**src/sv/gh_pkg.sv**
```systemverilog
// shared types and constants of the gimbal head kinematics pipeline
package gh_pkg;

  localparam int Deg360 = 23592960;
  localparam int Deg180 = 11796480;
  localparam int Deg90 = 5898240;
  localparam logic [34:0] RedOffset = 35'd2170552320;
  localparam int Pivot = 516030;
  localparam int CordicGain = 652032874;
  localparam int CordicSteps = 18;
  localparam int CordicPerStage = 3;
  localparam int CordicStages = CordicSteps / CordicPerStage;
  localparam int AtanDeg [CordicSteps] = '{
    2949120, 1740967, 919879, 466945, 234379, 117304, 58666, 29335, 14668,
    7334, 3667, 1833, 917, 458, 229, 115, 57, 29
  };
  localparam int NumStages = 15;

  typedef struct packed {
    logic signed [31:0] pos_x;
    logic signed [31:0] pos_y;
    logic signed [31:0] pos_z;
    logic signed [31:0] angle_a;
    logic signed [31:0] angle_b;
    logic signed [31:0] angle_c;
  } in_t;

  typedef struct packed {
    logic signed [31:0] count_x;
    logic signed [31:0] count_y;
    logic signed [31:0] count_z;
    logic signed [31:0] count_a;
    logic signed [31:0] count_b;
    logic signed [31:0] count_c;
    logic               saturated;
  } out_t;

  typedef enum logic [2:0] {
    CfgTcpEnable,
    CfgTcpX,
    CfgTcpY,
    CfgTcpZ,
    CfgScaleX,
    CfgScaleY,
    CfgScaleZ,
    CfgScaleRotary
  } cfg_idx_e;

endpackage

```
**src/sv/gh_scale.sv**
```systemverilog
// scaling of one axis into rounded, saturated actuator counts
module gh_scale
  import gh_pkg::*;
(
  input  logic               clk_i,
  input  logic [1:0]         en_i,
  input  logic signed [37:0] value_i,
  input  logic [31:0]        scale_i,
  output logic signed [31:0] count_o,
  output logic               sat_o
);

  logic [37:0] mag;
  logic [53:0] mag_e;
  logic [53:0] plo_q, phi_q;
  logic        neg_q;
  logic [54:0] b;
  logic [54:0] qs;
  logic [38:0] q;
  logic signed [31:0] count_q;
  logic        sat_q;

  assign mag   = value_i[37] ? 38'(-value_i) : 38'(value_i);
  assign mag_e = 54'(mag);

  assign b  = 55'(plo_q) + 55'(32'h8000_0000);
  assign qs = (55'(phi_q) + (b >> 16)) >> 16;
  assign q  = qs[38:0];

  always_ff @(posedge clk_i) begin
    if (en_i[0]) begin
      plo_q <= mag_e * 54'(scale_i[15:0]);
      phi_q <= mag_e * 54'(scale_i[31:16]);
      neg_q <= value_i[37];
    end
    if (en_i[1]) begin
      if (!neg_q && q > 39'h0_7FFF_FFFF) begin
        count_q <= 32'sh7FFF_FFFF;
        sat_q   <= 1'b1;
      end else if (neg_q && q > 39'h0_8000_0000) begin
        count_q <= 32'sh8000_0000;
        sat_q   <= 1'b1;
      end else begin
        count_q <= neg_q ? (32'sd0 - $signed(q[31:0])) : $signed(q[31:0]);
        sat_q   <= 1'b0;
      end
    end
  end

  assign count_o = count_q;
  assign sat_o   = sat_q;

endmodule

```
**config.mk**
```make
export PLATFORM = sky130hd
export DESIGN_NAME = gh_scale
export DESIGN_NICKNAME = d
export VERILOG_FILES = /design/src/sv/gh_pkg.sv /design/src/sv/gh_scale.sv
export SDC_FILE = /design/constraint.sdc
export NUM_CORES = 2
export LEC_CHECK = 0
export BUFFER_PORTS_ARGS = -buffer_cell sky130_fd_sc_hd__buf_2
export CAP_MARGIN = 40
export CORE_MARGIN = 3
export CORE_UTILIZATION = 61
export CTS_BUF_LIST = sky130_fd_sc_hd__clkbuf_2
export DETAILED_ROUTE_END_ITERATION = 10
export PLACE_DENSITY = 0.81
export SYNTH_ARGS = -nofsm -noshare
export SYNTH_HDL_FRONTEND = slang
export SYNTH_SLANG_ARGS = --single-unit
```
**constraint.sdc**
```tcl
create_clock -name clk_i -period 10.7 [get_ports clk_i]
set_input_delay 2.675 -clock clk_i [delete_from_list [all_inputs] [get_ports clk_i]]
set_output_delay 2.675 -clock clk_i [all_outputs]
set_load 0.02 [all_outputs]
```
# Yosys cells after proc, flatten, opt, wreduce, memory -nomap -nowiden

Index checks and enable logic that the tools add are counted.

Output and inout port bits: 33
Bits in registers: 142
Input bits: 73

Reductions and logical operators: 3
$mul: 2
Order comparisons: 2
Mux-type cells: 4
$add $sub $neg: 4

Operators by type and width:

| kind                                                  | count |
|---|---|
| multiplier 38 x 16 -> 54 bit                          | 2 |
| 2-to-1 mux 32 bit                                     | 2 |
| adder 54 x 32 -> 55 bit (second input constant)       | 1 |
| adder 54 x 39 -> 55 bit                               | 1 |
| > comparator 39 x 31 -> 1 bit (second input constant) | 1 |
| > comparator 39 x 32 -> 1 bit (second input constant) | 1 |
| 2-to-1 mux 38 bit                                     | 1 |
| negation 38 bit                                       | 1 |
| subtractor 1 x 32 -> 32 bit (first input constant)    | 1 |
| logical AND 1 bit                                     | 2 |
| zero test 1 bit                                       | 1 |
| 2-to-1 mux 1 bit                                      | 1 |

# Longest topological paths before layout

Depth after elaboration: 5
Mapped depth: 34

# Least setup slack after synthesis

Ideal clock, no wire load.

Path type: input to register
From: input value_i[5]
To: register plo_q[53] (data pin)
Data arrival time: 10900 ps
Path buffers: 1
Setup slack: -460 ps
Library setup time: 260 ps
Stages on the path: 29
Cell sequence: or4_1 > or3_1 > or3_4 > or2_1 > or4_1 > o31ai_1 > xnor2_1 > clkbuf_1 > nand2_1 > fa_1 > fa_1 > fa_1 > inv_1 > fa_1 > fa_1 > inv_1 > fa_1 > inv_1 > ha_1 > a21o_1 > a21o_1 > a21oi_1 > o21ai_0 > a2111oi_0 > a21oi_1 > a211o_1 > a31o_2 > a21oi_1 > xnor2_1

Cells in the longest elaborated chain, start to end: 3

RTL lines:

| element                          | line           | text |
|---|---|---|
| from (decl)                      | gh_scale.sv:7  | `input logic signed [37:0] value_i,` |
| negation 38 bit                  | gh_scale.sv:23 | `assign mag = value_i[37] ? 38'(-value_i) : 38'(value_i);` |
| 2-to-1 mux 38 bit (*)            | gh_scale.sv:23 |  |
| multiplier 38 x 16 -> 54 bit (*) | gh_scale.sv:32 | `plo_q <= mag_e * 54'(scale_i[15:0]);` |
| to (signal assigned)             | gh_scale.sv:32 |  |
| to (decl)                        | gh_scale.sv:15 | `logic [53:0] plo_q, phi_q;` |

Mark *: on every way between the ends. The rest lies on a longest branch, timed or not.
A chain may end at the register's enable or synchronous reset.

# Final worst setup path

From: input value_i[5]
To: register phi_q[51] (data pin)

Cells in the longest elaborated chain, start to end: 3

RTL lines:

| element                          | line           | text |
|---|---|---|
| negation 38 bit                  | gh_scale.sv:23 |  |
| 2-to-1 mux 38 bit (*)            | gh_scale.sv:23 |  |
| multiplier 38 x 16 -> 54 bit (*) | gh_scale.sv:33 | `phi_q <= mag_e * 54'(scale_i[31:16]);` |
| to (signal assigned)             | gh_scale.sv:33 |  |
| to (decl)                        | gh_scale.sv:15 |  |

Marks and branches as above.

==> metrics.md <==
| Metric | Value |
|---|---|
| Synth Area in Compound Gates | `0.07263` |
| Peak Freq | `0.09566 GHz` |
| Top-count cell post-synth | `inv_1` |
| Worst endpoint required time | `11.29 ns` |
| Hpwl dp | `105.8 mm` |
| Post-Synthesis Cells | `5185` |
| Nets | `6852` |
| Ratio of cells with drive above 1 in the final layout | `0.1331` |
| Worst path slowest cell | `fa_1` |
| Commonest cells in the netlist | `inv_1 (1099), fa_1 (1003), nand2_1 (866), and2_1 (466), ha_1 (291)` |
| CTS root buf | `clkbuf_2` |
| DR vias | `37600` |
| Reg clk slew, reported paths | `0.22 ns` |
| Routability congestion estimate | `0.9548` |
| Endpoints failing setup | `0` |
| Max Cap Viol | `0` |
| Worst-Margin Slew | `0.9119 ns` |
| Synth top area cells | `fa_1 (44%), inv_1 (9.0%), edfxtp_1 (8.2%), ha_1 (7.9%), nand2_1 (7.1%)` |
| Pin count of the biggest net entering global routing | `56` |
| Most used flip-flop cell after synthesis | `edfxtp_1` |
| Worst Clk Skew | `0.04463 ns` |
| Sequential share of the synthesized area | `0.08211` |
| Hold path startpoint | `phi_q[49]` |
| Worst Path Arrival | `11.04 ns` |
| Synth Area in Adders | `0.5147` |
| Syn Nets | `6552` |
| Hold Vio Cnt, Final | `0` |
| CTS tree | `built` |
| Die Width | `280.9 microns` |
| Post-synth EDFFs | `126` |
| Dpl cell area | `50950 sq um` |
| Max Slew Vio Count | `0` |
| Fin crit share | `0.9770` |
| Top cell by count, worst path | `fa_1` |
| TritonRoute pass-1 iters | `6` |
| Syn_area_per_cell | `8.888 sq um` |
| Crit path launch type | `input port` |
| # port buffers | `105` |
| Global Route Usage Sum | `0.3416` |
| CP endpoint kind | `flip-flop` |
| Core ar. | `74700 sq um` |
| Status | `finished, final reports clean` |
| Clk buf depth | `2` |
| Fin crit period | `10.45 ns` |
| Clk sink count | `126` |
| CP Class | `in2reg` |
| Unrepaired setup endpoints after global routing | `no` |
| Number of DRC markers in iteration 0 | `2867` |
| HP Class | `reg2reg` |
| Share of the synthesized area in the top cell type | `0.4357` |
| Die H | `280.9 microns` |
| Synth cell types | `88` |
| Post-synth ARST share | `0` |
| Synthesized area | `46080 sq um` |
| Crit Path Max Fanout | `10` |
| Die ar. | `78880 sq um` |
| Post-Synth Simple-Gate Area | `0.1818` |
| I/O Pins | `106` |
| Post-DR wirelength/cell | `19.86 microns` |
| H-Tree Depth | `4` |
| Starting Density | `0.6169` |
| Crit. Startpoint | `value_i[5]` |
| Initial antenna violation count | `14` |
| Total gr overflow | `0` |
| Placed insts | `6432` |
| Register bit total from synthesis | `126` |
| Reg-to-Reg Start | `plo_q[31]` |
| Routed vias/inst | `5.806` |
| First-pass GRT wire length | `211.3 mm` |
| Syn. warnings | `0` |
| Vias in the first global route | `41230` |
| Area Overhead vs Synth | `11.49%` |
| Largest area contributor in the netlist | `fa_1` |
| Delay-heaviest family, CP | `adder cells` |
| Row cnt | `100` |
| CP peak stage delay | `0.59 ns` |
| XOR/XNOR Fraction of Synth Area | `0.03247` |
| Worst-Skew Late Latency | `0.83 ns` |
| CTS buffer count | `17` |
| Largest family of logic cells by synthesized area | `adder cells` |
| Multiplexer share of the synthesized area | `0.001982` |
| Post-route insts no fill | `6476` |
| # DRC | `0` |
| Antenna Nets Post-Route | `0` |
| CP bufs+invs | `6` |
| Finished Cell Area | `51380 sq um` |
| Wirelength, routed | `128.6 mm` |
| Rel. slew slack | `0.3921` |
-- worst reg2reg max path, delay by kind of cell (launching register included) --
family / cells / cell delay (ns)
compound gates: 6 / 2.37
buf+inv: 1 / 0.05
simple gates: 9 / 2.16
fa+ha+maj: 2 / 0.61
xor+xnor: 1 / 0.26
flops: 1 / 0.55
-- flip-flops by register name (all words and copies together), names as in the netlist --
register / flops
sat_o: 1
count_o: 32
neg_q: 1
plo_q: 38
phi_q: 54
-- area by class of cell --
type / instances / area (sq um)
repair buffers: 565 / 4293
well taps: 969 / 1212
inverters: 1099 / 4125
clock inverters: 14 / 137.6
multi-input cells: 3676 / 37710
flip-flops and latches: 126 / 3784
diodes: 9 / 22.52
fillers: 5467 / 23320
clock buffers: 18 / 90.09
-- what timing repair did --
| action | in CTS | in global routing |
|---|---|---|
| endpoints found under the setup margin | 0 | 16 |
| resized for setup | 0 | 21 |
| buffers inserted | 0 | 2 |
| hold buffers | 0 | 0 |
-- logic make-up after synthesis --
family / count (synthesis)
muxes: 9
buffers and inverters: 1384
adders and majority gates: 1294
xor gates and xnor gates: 170
AOI/OAI and AO/OA: 477
and+or+nand+nor: 1725
DFF: 126
-- layer usage --
layer / vias to the layer above / wire length [microns] / part of all wire / GRT usage
li1: 16320 / - / - / -
met5: - / 12 / 0.000093 / 0
met4: 2 / 8643 / 0.067 / 0.1910
met2: 1943 / 61010 / 0.47 / 0.5685
met1: 18770 / 46840 / 0.36 / 0.4169
met3: 565 / 12090 / 0.094 / 0.07244
-- through the flow --
step / util / setup slack [ns] / setup TNS, ns / hold WS (ns)
6_report: 0.6878 / 0.2465 / 0 / 0.9177
5_1_grt: 0.6878 / 0.01062 / 0 / 0.9848
4_1_cts: 0.6851 / 0.1851 / 0 / 0.9090
3_5_place_dp: 0.6821 / -0.7550 / -19.58 / 0.8644
3_3_place_gp: 0.6815 / -0.6344 / -12.82 / 0.8830
2_1_floorplan: - / -0.08883 / -0.1708 / 0.7470
-- placed cells by master, fill, tap and decap left out, drive strengths merged, types with 55 or more instances in the layout --
| cell | instances |
|---|---|
| a21o | 62 |
| a21oi | 131 |
| and2 | 467 |
| buf | 565 |
| edfxtp | 126 |
| fa | 1003 |
| ha | 291 |
| inv | 1103 |
| nand2 | 867 |
| nand3 | 55 |
| nor2 | 120 |
| o21ai | 76 |
| xnor2 | 122 |
-- path summary, 6_finish.rpt --
| check | end | slack, ns | depth (start not counted) |
|---|---|---|---|
| max | phi_q[51] | 0.25 | 32 |
| min | count_o[31] | 0.92 | 3 |
| max reg2reg | count_o[19] | 4.45 | 19 |
| min reg2reg | count_o[31] | 0.92 | 3 |
Power is not shown: default switching activity piles up to over one toggle a cycle in this logic, so the estimate is an artifact.
