**src/sv/gh_pkg.sv**
```systemverilog
// shared types and constants of the gimbal head kinematics pipeline
package gh_pkg;

  localparam int Deg360 = 23592960;
  localparam int Deg180 = 11796480;
  localparam int Deg90 = 5898240;
  localparam logic [34:0] RedOffset = 35'd2170552320;
  localparam int Pivot = 516030;
  localparam int CordicGain = 652032874;
  localparam int CordicSteps = 18;
  localparam int CordicPerStage = 3;
  localparam int CordicStages = CordicSteps / CordicPerStage;
  localparam int AtanDeg [CordicSteps] = '{
    2949120, 1740967, 919879, 466945, 234379, 117304, 58666, 29335, 14668,
    7334, 3667, 1833, 917, 458, 229, 115, 57, 29
  };
  localparam int NumStages = 15;

  typedef struct packed {
    logic signed [31:0] pos_x;
    logic signed [31:0] pos_y;
    logic signed [31:0] pos_z;
    logic signed [31:0] angle_a;
    logic signed [31:0] angle_b;
    logic signed [31:0] angle_c;
  } in_t;

  typedef struct packed {
    logic signed [31:0] count_x;
    logic signed [31:0] count_y;
    logic signed [31:0] count_z;
    logic signed [31:0] count_a;
    logic signed [31:0] count_b;
    logic signed [31:0] count_c;
    logic               saturated;
  } out_t;

  typedef enum logic [2:0] {
    CfgTcpEnable,
    CfgTcpX,
    CfgTcpY,
    CfgTcpZ,
    CfgScaleX,
    CfgScaleY,
    CfgScaleZ,
    CfgScaleRotary
  } cfg_idx_e;

endpackage

```
**src/sv/gh_angle_cs.sv**
```systemverilog
// angle reduction, pipelined cordic and quadrant fold for one axis angle
module gh_angle_cs
  import gh_pkg::*;
(
  input  logic               clk_i,
  input  logic [8:0]         en_i,
  input  logic signed [31:0] angle_i,
  output logic signed [31:0] cos_o,
  output logic signed [31:0] sin_o
);

  logic [34:0]        sum0;
  logic [32:0]        red0;
  logic [28:0]        red0_q;
  logic [28:0]        red1;
  logic signed [25:0] rr;
  logic               flip1;
  logic signed [24:0] r1_q;
  logic               flip1_q;

  logic signed [32:0] x_d [CordicStages];
  logic signed [32:0] y_d [CordicStages];
  logic signed [24:0] z_d [CordicStages];
  logic signed [32:0] x_q [CordicStages];
  logic signed [32:0] y_q [CordicStages];
  logic signed [24:0] z_q [CordicStages];
  logic               flip_q [CordicStages];

  logic signed [31:0] cos_q;
  logic signed [31:0] sin_q;

  // coarse reduction modulo a full turn
  always_comb begin
    sum0 = {{3{angle_i[31]}}, angle_i} + RedOffset;
    red0 = sum0[32:0];
    for (int k = 8; k >= 4; k--) begin
      if (red0 >= (33'(Deg360) << k)) red0 = red0 - (33'(Deg360) << k);
    end
  end

  // fine reduction and fold into the right half plane
  always_comb begin
    red1 = red0_q;
    for (int k = 3; k >= 0; k--) begin
      if (red1 >= (29'(Deg360) << k)) red1 = red1 - (29'(Deg360) << k);
    end
    rr = $signed({1'b0, red1[24:0]});
    flip1 = 1'b0;
    if (rr > 26'(Deg180)) rr = rr - 26'(Deg360);
    if (rr > 26'(Deg90)) begin
      rr = rr - 26'(Deg180);
      flip1 = 1'b1;
    end else if (rr < -26'(Deg90)) begin
      rr = rr + 26'(Deg180);
      flip1 = 1'b1;
    end
  end

  always_comb begin
    logic signed [32:0] xc;
    logic signed [32:0] yc;
    logic signed [32:0] xn;
    logic signed [24:0] zc;
    int                 i;
    for (int s = 0; s < CordicStages; s++) begin
      if (s == 0) begin
        xc = 33'(CordicGain);
        yc = '0;
        zc = r1_q;
      end else begin
        xc = x_q[s-1];
        yc = y_q[s-1];
        zc = z_q[s-1];
      end
      for (int j = 0; j < CordicPerStage; j++) begin
        i = s * CordicPerStage + j;
        if (zc >= 0) begin
          xn = xc - (yc >>> i);
          yc = yc + (xc >>> i);
          zc = zc - 25'(AtanDeg[i]);
        end else begin
          xn = xc + (yc >>> i);
          yc = yc - (xc >>> i);
          zc = zc + 25'(AtanDeg[i]);
        end
        xc = xn;
      end
      x_d[s] = xc;
      y_d[s] = yc;
      z_d[s] = zc;
    end
  end

  always_ff @(posedge clk_i) begin
    if (en_i[0]) red0_q <= red0[28:0];
    if (en_i[1]) begin
      r1_q    <= rr[24:0];
      flip1_q <= flip1;
    end
    for (int s = 0; s < CordicStages; s++) begin
      if (en_i[2+s]) begin
        x_q[s]    <= x_d[s];
        y_q[s]    <= y_d[s];
        z_q[s]    <= z_d[s];
        flip_q[s] <= (s == 0) ? flip1_q : flip_q[(s == 0) ? 0 : s-1];
      end
    end
    if (en_i[8]) begin
      cos_q <= flip_q[CordicStages-1] ? 32'(-x_q[CordicStages-1]) : 32'(x_q[CordicStages-1]);
      sin_q <= flip_q[CordicStages-1] ? 32'(-y_q[CordicStages-1]) : 32'(y_q[CordicStages-1]);
    end
  end

  assign cos_o = cos_q;
  assign sin_o = sin_q;

endmodule

```
**config.mk**
```make
export PLATFORM = sky130hd
export DESIGN_NAME = gh_angle_cs
export DESIGN_NICKNAME = d
export VERILOG_FILES = /design/src/sv/gh_pkg.sv /design/src/sv/gh_angle_cs.sv
export SDC_FILE = /design/constraint.sdc
export NUM_CORES = 2
export LEC_CHECK = 0
export BUFFER_PORTS_ARGS = -buffer_cell sky130_fd_sc_hd__buf_2
export CORE_ASPECT_RATIO = 0.9
export CORE_MARGIN = 10
export CORE_UTILIZATION = 33
export DETAILED_ROUTE_END_ITERATION = 12
export GPL_ROUTABILITY_DRIVEN = 0
export SYNTH_ARGS = -nofsm -noshare
export SYNTH_HDL_FRONTEND = slang
export SYNTH_SLANG_ARGS = --single-unit
```
**constraint.sdc**
```tcl
create_clock -name clk_i -period 25.5 [get_ports clk_i]
set_input_delay 1.275 -clock clk_i [delete_from_list [all_inputs] [get_ports clk_i]]
set_output_delay 1.275 -clock clk_i [all_outputs]
set_load 0.01 [all_outputs]
```
== After elaboration in Yosys (flattened, before gate mapping) ==
Memories as Yosys holds them, arrays and structs flattened.
Cells that the tools add are included.
Cells by class
  muxes and demuxes: 80
  order comparisons: 30
  div/mod/pow operators: 0
  reduce and logical (&&, ||, !) cells: 0
  add/subtract/negate cells: 119
  bitwise logic cells: 0
  multiply operators: 0
  shifts and indexed selects: 0
  eq/ne operators: 0
Operators by type and width (number)
  2-to-1 mux 33 bit: 39
  2-to-1 mux 25 bit: 21
  greater-or-equal comparator 25 x 1 -> 1 bit, second input constant: 18
  2-to-1 mux 29 bit: 4
  adder 33 x 16 -> 33 bit: 2
  adder 33 x 17 -> 33 bit: 2
  adder 33 x 18 -> 33 bit: 2
  adder 33 x 19 -> 33 bit: 2
  adder 33 x 20 -> 33 bit: 2
  adder 33 x 21 -> 33 bit: 2
  adder 33 x 22 -> 33 bit: 2
  adder 33 x 23 -> 33 bit: 2
  adder 33 x 24 -> 33 bit: 2
  adder 33 x 25 -> 33 bit: 2
  adder 33 x 26 -> 33 bit: 2
  adder 33 x 27 -> 33 bit: 2
  adder 33 x 28 -> 33 bit: 2
  adder 33 x 29 -> 33 bit: 2
  adder 33 x 30 -> 33 bit: 2
  adder 33 x 31 -> 33 bit: 2
  subtractor 33 x 16 -> 33 bit: 2
  subtractor 33 x 17 -> 33 bit: 2
  subtractor 33 x 18 -> 33 bit: 2
  subtractor 33 x 19 -> 33 bit: 2
  79 further kinds: 107
Storage, ports and cells
  register bits: 119
  word-level logic and storage cells: 238
  bits in latches: 0
  memories: 4
  output and inout bits: 64
  memory bits (writable): 552
  ROM bits: 0
  input bits: 42
Memory list
  x_q: depth 6, width 33, read ports 6, clocked after Yosys merged registers in 0, write ports 6, line gh_angle_cs.sv:24  | logic signed [32:0] x_q [CordicStages];
  y_q: depth 6, width 33, read ports 6, clocked after Yosys merged registers in 0, write ports 6, line gh_angle_cs.sv:25  | logic signed [32:0] y_q [CordicStages];
  z_q: depth 6, width 25, read ports 5, clocked after Yosys merged registers in 0, write ports 6, line gh_angle_cs.sv:26  | logic signed [24:0] z_q [CordicStages];
  flip_q: depth 6, width 1, read ports 6, clocked after Yosys merged registers in 0, write ports 6, line gh_angle_cs.sv:27  | logic flip_q [CordicStages];

== Logic depth before layout (Yosys ltp) ==
  word-level depth: 13
  gate-level depth with buffers: 59
  mapped depth without buffers: 59

== Worst setup path before layout ==
OpenSTA, ideal clock, no wires.
  path kind: flip-flop to flip-flop
  from: memory z_q[1][24]
  to: memory x_q[2][32] (data pin)
  stages on the path, launching flop included: 58
  clock period less this slack: 12.960 ns
  slack: 12.540 ns
  data arrival time: 12.698 ns
  buffers on the path: 3
  path through: edfxtp_1 -> clkbuf_1 -> inv_1 -> ha_1 -> a21o_1 -> a21oi_1 -> o21ai_0 -> a21oi_1 -> o21ai_0 -> a41oi_1 -> a2111oi_0 -> or3_1 -> a31o_2 -> a21oi_1 -> nor2b_1 -> o41a_1 -> a31oi_1 -> inv_1 -> (+22 left out) -> o21ai_0 -> a21boi_0 -> o21ai_0 -> a21boi_0 -> o21ai_0 -> a21boi_0 -> o31a_1 -> o211ai_1 -> a31o_2 -> o21ai_0 -> or4_1 -> a31oi_1 -> nor2b_1 -> nor2_1 -> nor2_1 -> o41ai_1 -> o21ai_0 -> xnor2_1
RTL lines (line)
  start: declaration: gh_angle_cs.sv:26
  end: declaration: gh_angle_cs.sv:24

==> qor.yml <==
global_route:
  grt_max_degree: 68
  first_global_vias: 77410
  grt_overflow: 0
  antenna_found_initial: 5
  grt_pass1_wl_mm: 432.0
  track_usage_pct: 16.30
synthesis:
  ys_types: 131
  synth.top_cells.by_area: "edfxtp_1 19%, ha_1 18%, xnor2_1 12%, a21oi_1 5.3%, xor2_1 4.9%"
  avgSynthCellArea_sq_um: 8.180
  async_flop_share_pct: 0
  syn-instance-count: 11960
  netlist_area_sq_um: 97830
  yosysTopAreaCell: "edfxtp_1"
  synth_flop_cell: "edfxtp_1"
  syn-num-nets: 13460
  seq_area_frac_synth_pct: 19.46
  ys_warn_count: 0
  synth_edf_count: 634
  synth_top_area_share_pct: 19.46
  ys_ff_latch: 634
setup_path:
  rr_startpoint: "y_q[3][12]$_DFFE_PP_"
  critPathCaptureType: "register"
  cpMostUsedCell: "o21ai_0"
  critPathMaxStageDelay_ns: 1.01
  cp.required_ns: 25.94
  crit_end: "x_q[4][29]$_DFFE_PP_"
  reg2reg_slack_ns: 11.29
  critPathLaunch: "y_q[3][12]$_DFFE_PP_"
  crit_type: "reg2reg"
  arrival_ns: 14.66
  critPathSlowestCell: "a2111oi_0"
  crit_fanout: 5
  reg2reg_depth: 54
  startpoint_type: "register"
  r2r-end: "x_q[4][29]$_DFFE_PP_"
cells_and_area:
  seq_area_sq_um: 19040
  syn_to_final_growth_pct: 7.926
  multi_input_area_sq_um: 75600
  fillers: 30660
  finalNetCount: 13530
  drive_gt1_share_pct: 4.441
sta:
  min_period_ns: 14.21
  fin_skew_ns: 0.05445
  setup-tns-final_ns: 0
  slew_violations: 0
  setup_viol: 0
  rsz0062_at_grt: "no"
  period_share_pct: 55.73
  worst_pin_slew_ns: 1.198
  slew_headroom_pct: 19.44
  max_freq_mhz: 70.36
  hold_viol_final: 0
cts:
  clock-sinks: 634
  cts_tree: "done"
  clockBufferDepth: 3
  path_clk_slew_ns: 0.06
  post_cts_buffers: 0
  insertion_delay_ns: 0.71
  htree_levels: 3
  ctsHoldBuffers: 0
  ctsResizeCount: 0
  cts.root.buffer_cell: "clkbuf_16"
  cts_buffers: 74
detailed_routing:
  wirelength_mm: 274.2
  vias: 85940
  drt_iter0_drc: 7535
  drtAntennaViolNets: 0
  wl_per_cell_um: 17.13
  viasPerCell: 5.369
  route.detailed.drc: 0
  firstDrtPassIters: 6
die:
  io_pins: 106
  dieArea_sq_um: 318700
  core-area_sq_um: 294900
  die_w_um: 593.9
  die_y_um: 536.5
  row_count: 189
  start_util_pct: 33.18
placed_design:
  port_buffers: 105
  hpwlAfterDp_mm: 227.4
run_status:
  status: "completed"
flow_run:
  drv_cap: 0
hold_path:
  hold_class: "reg2reg"
## metal layers
layer  share of wire, %  vias up  wire length [um]  GRT usage (%)
li1                   -    43810                 -              -
met1                 52    39790            142500          25.33
met2                 39     2107            108000          23.46
met3                6.9      228             19050          2.703
met4                1.7        2              4600          2.889
met5             0.0047        -                13              0
## kinds of logic after synthesis
family	share of synthesized area, %
AOI/OAI and AO/OA	22.95
xor gates and xnor gates	16.62
and+or+nand+nor	17.66
adders and majority gates	18.91
DFF	19.46
muxes	1.033
buffers and inverters	3.375
## sequential cells by signal, indices dropped and copies added (netlist names)
| register | cells |
|---|---|
| cos_o | 32 |
| flip1_q | 1 |
| flip_q | 6 |
| r1_q | 25 |
| red0_q | 29 |
| sin_o | 32 |
| x_q | 193 |
| y_q | 191 |
| z_q | 125 |
## stage by stage
step / utilization, % / hold slack, ns / std cells / instance area, sq um / setup WS, ns
finish: 35.81 / 0.4206 / 16010 / 105600 / 11.29
global route: 35.80 / 0.4270 / 16010 / 105600 / 9.767
CTS: 35.80 / 0.4218 / 16010 / 105600 / 11.47
detailed placement: 34.99 / 0.4089 / 15870 / 103200 / 11.55
global placement: 34.99 / 0.4016 / 15870 / 103200 / 11.50
floorplan: - / 0.4003 / 11960 / 97830 / 12.54
## cell usage in the layout (no fill, tap or decap), types with 75 or more instances in the layout
cell type	count
o21a_1	162
and2_1	80
and3_1	97
nand3_1	217
buf_4	75
nor2_1	1104
a21boi_0	123
inv_1	677
xnor2_1	1293
o31ai_1	177
nor4_1	82
a21oi_1	1041
nand2b_1	209
nand2_1	799
a211oi_1	79
xor2_1	544
edfxtp_1	634
or3_1	163
buf_2	100
a31oi_1	108
nor2b_1	156
or2_2	92
a21o_1	307
o21ai_0	755
nor3_1	339
ha_1	1411
o21bai_1	189
## cell type report
class,count,share of cell area (%)
multi-input cells,10460,71.60
well taps,3915,4.639
diodes,2,0.004740
flip-flops and latches,634,18.03
clock inverters,51,0.4953
clock buffers,82,1.782
repair buffers,175,1.007
inverters,687,2.442
## synthesized netlist by cell type (all sizes together) (41+ instances only)
cell and instances:
and2 81, nor2b 156, a21oi 1044, nand2b 209, nor4 83, edfxtp 634
nor3 341, ha 1411, inv 680, o211ai 48, o21ai 772, a21o 307
o41ai 78, nor2 1109, fa 42, xor2 544, xnor2 1300, or2 99
a211o 41, a31oi 117, a21boi 133, nand3 217, a31o 43, clkbuf 150
or4 74, mux2i 59, nand4 41, nand2 799, or3 163, o31ai 180
o21bai 189, o21a 162, a211oi 81, and3 97
## critical path: cells and delay by family, from the launching register on
family	cells	cell delay, ns
AOI/OAI and AO/OA	30	8.17
xor gates and xnor gates	5	0.98
adders and majority gates	5	1.45
buffers and inverters	4	0.61
DFF	1	0.58
and+or+nand+nor	10	2.20
## how the worst min path moves through the flow
stage | startpoint | cells past startpoint | slack (ns) | end
CTS | flip_q[2]$_DFFE_PP_ | 0 | 0.42 | flip_q[3]$_DFFE_PP_
finish | flip_q[2]$_DFFE_PP_ | 0 | 0.42 | flip_q[3]$_DFFE_PP_
floorplan | flip1_q$_SDFFCE_PP1P_ | 0 | 0.40 | flip_q[0]$_DFFE_PP_
global placement | flip_q[1]$_DFFE_PP_ | 0 | 0.40 | flip_q[2]$_DFFE_PP_
detailed placement | flip_q[2]$_DFFE_PP_ | 0 | 0.41 | flip_q[3]$_DFFE_PP_
global route | flip_q[2]$_DFFE_PP_ | 0 | 0.43 | flip_q[3]$_DFFE_PP_
Power is not shown: default switching activity piles up to over one toggle a cycle in this logic, so the estimate is an artifact.
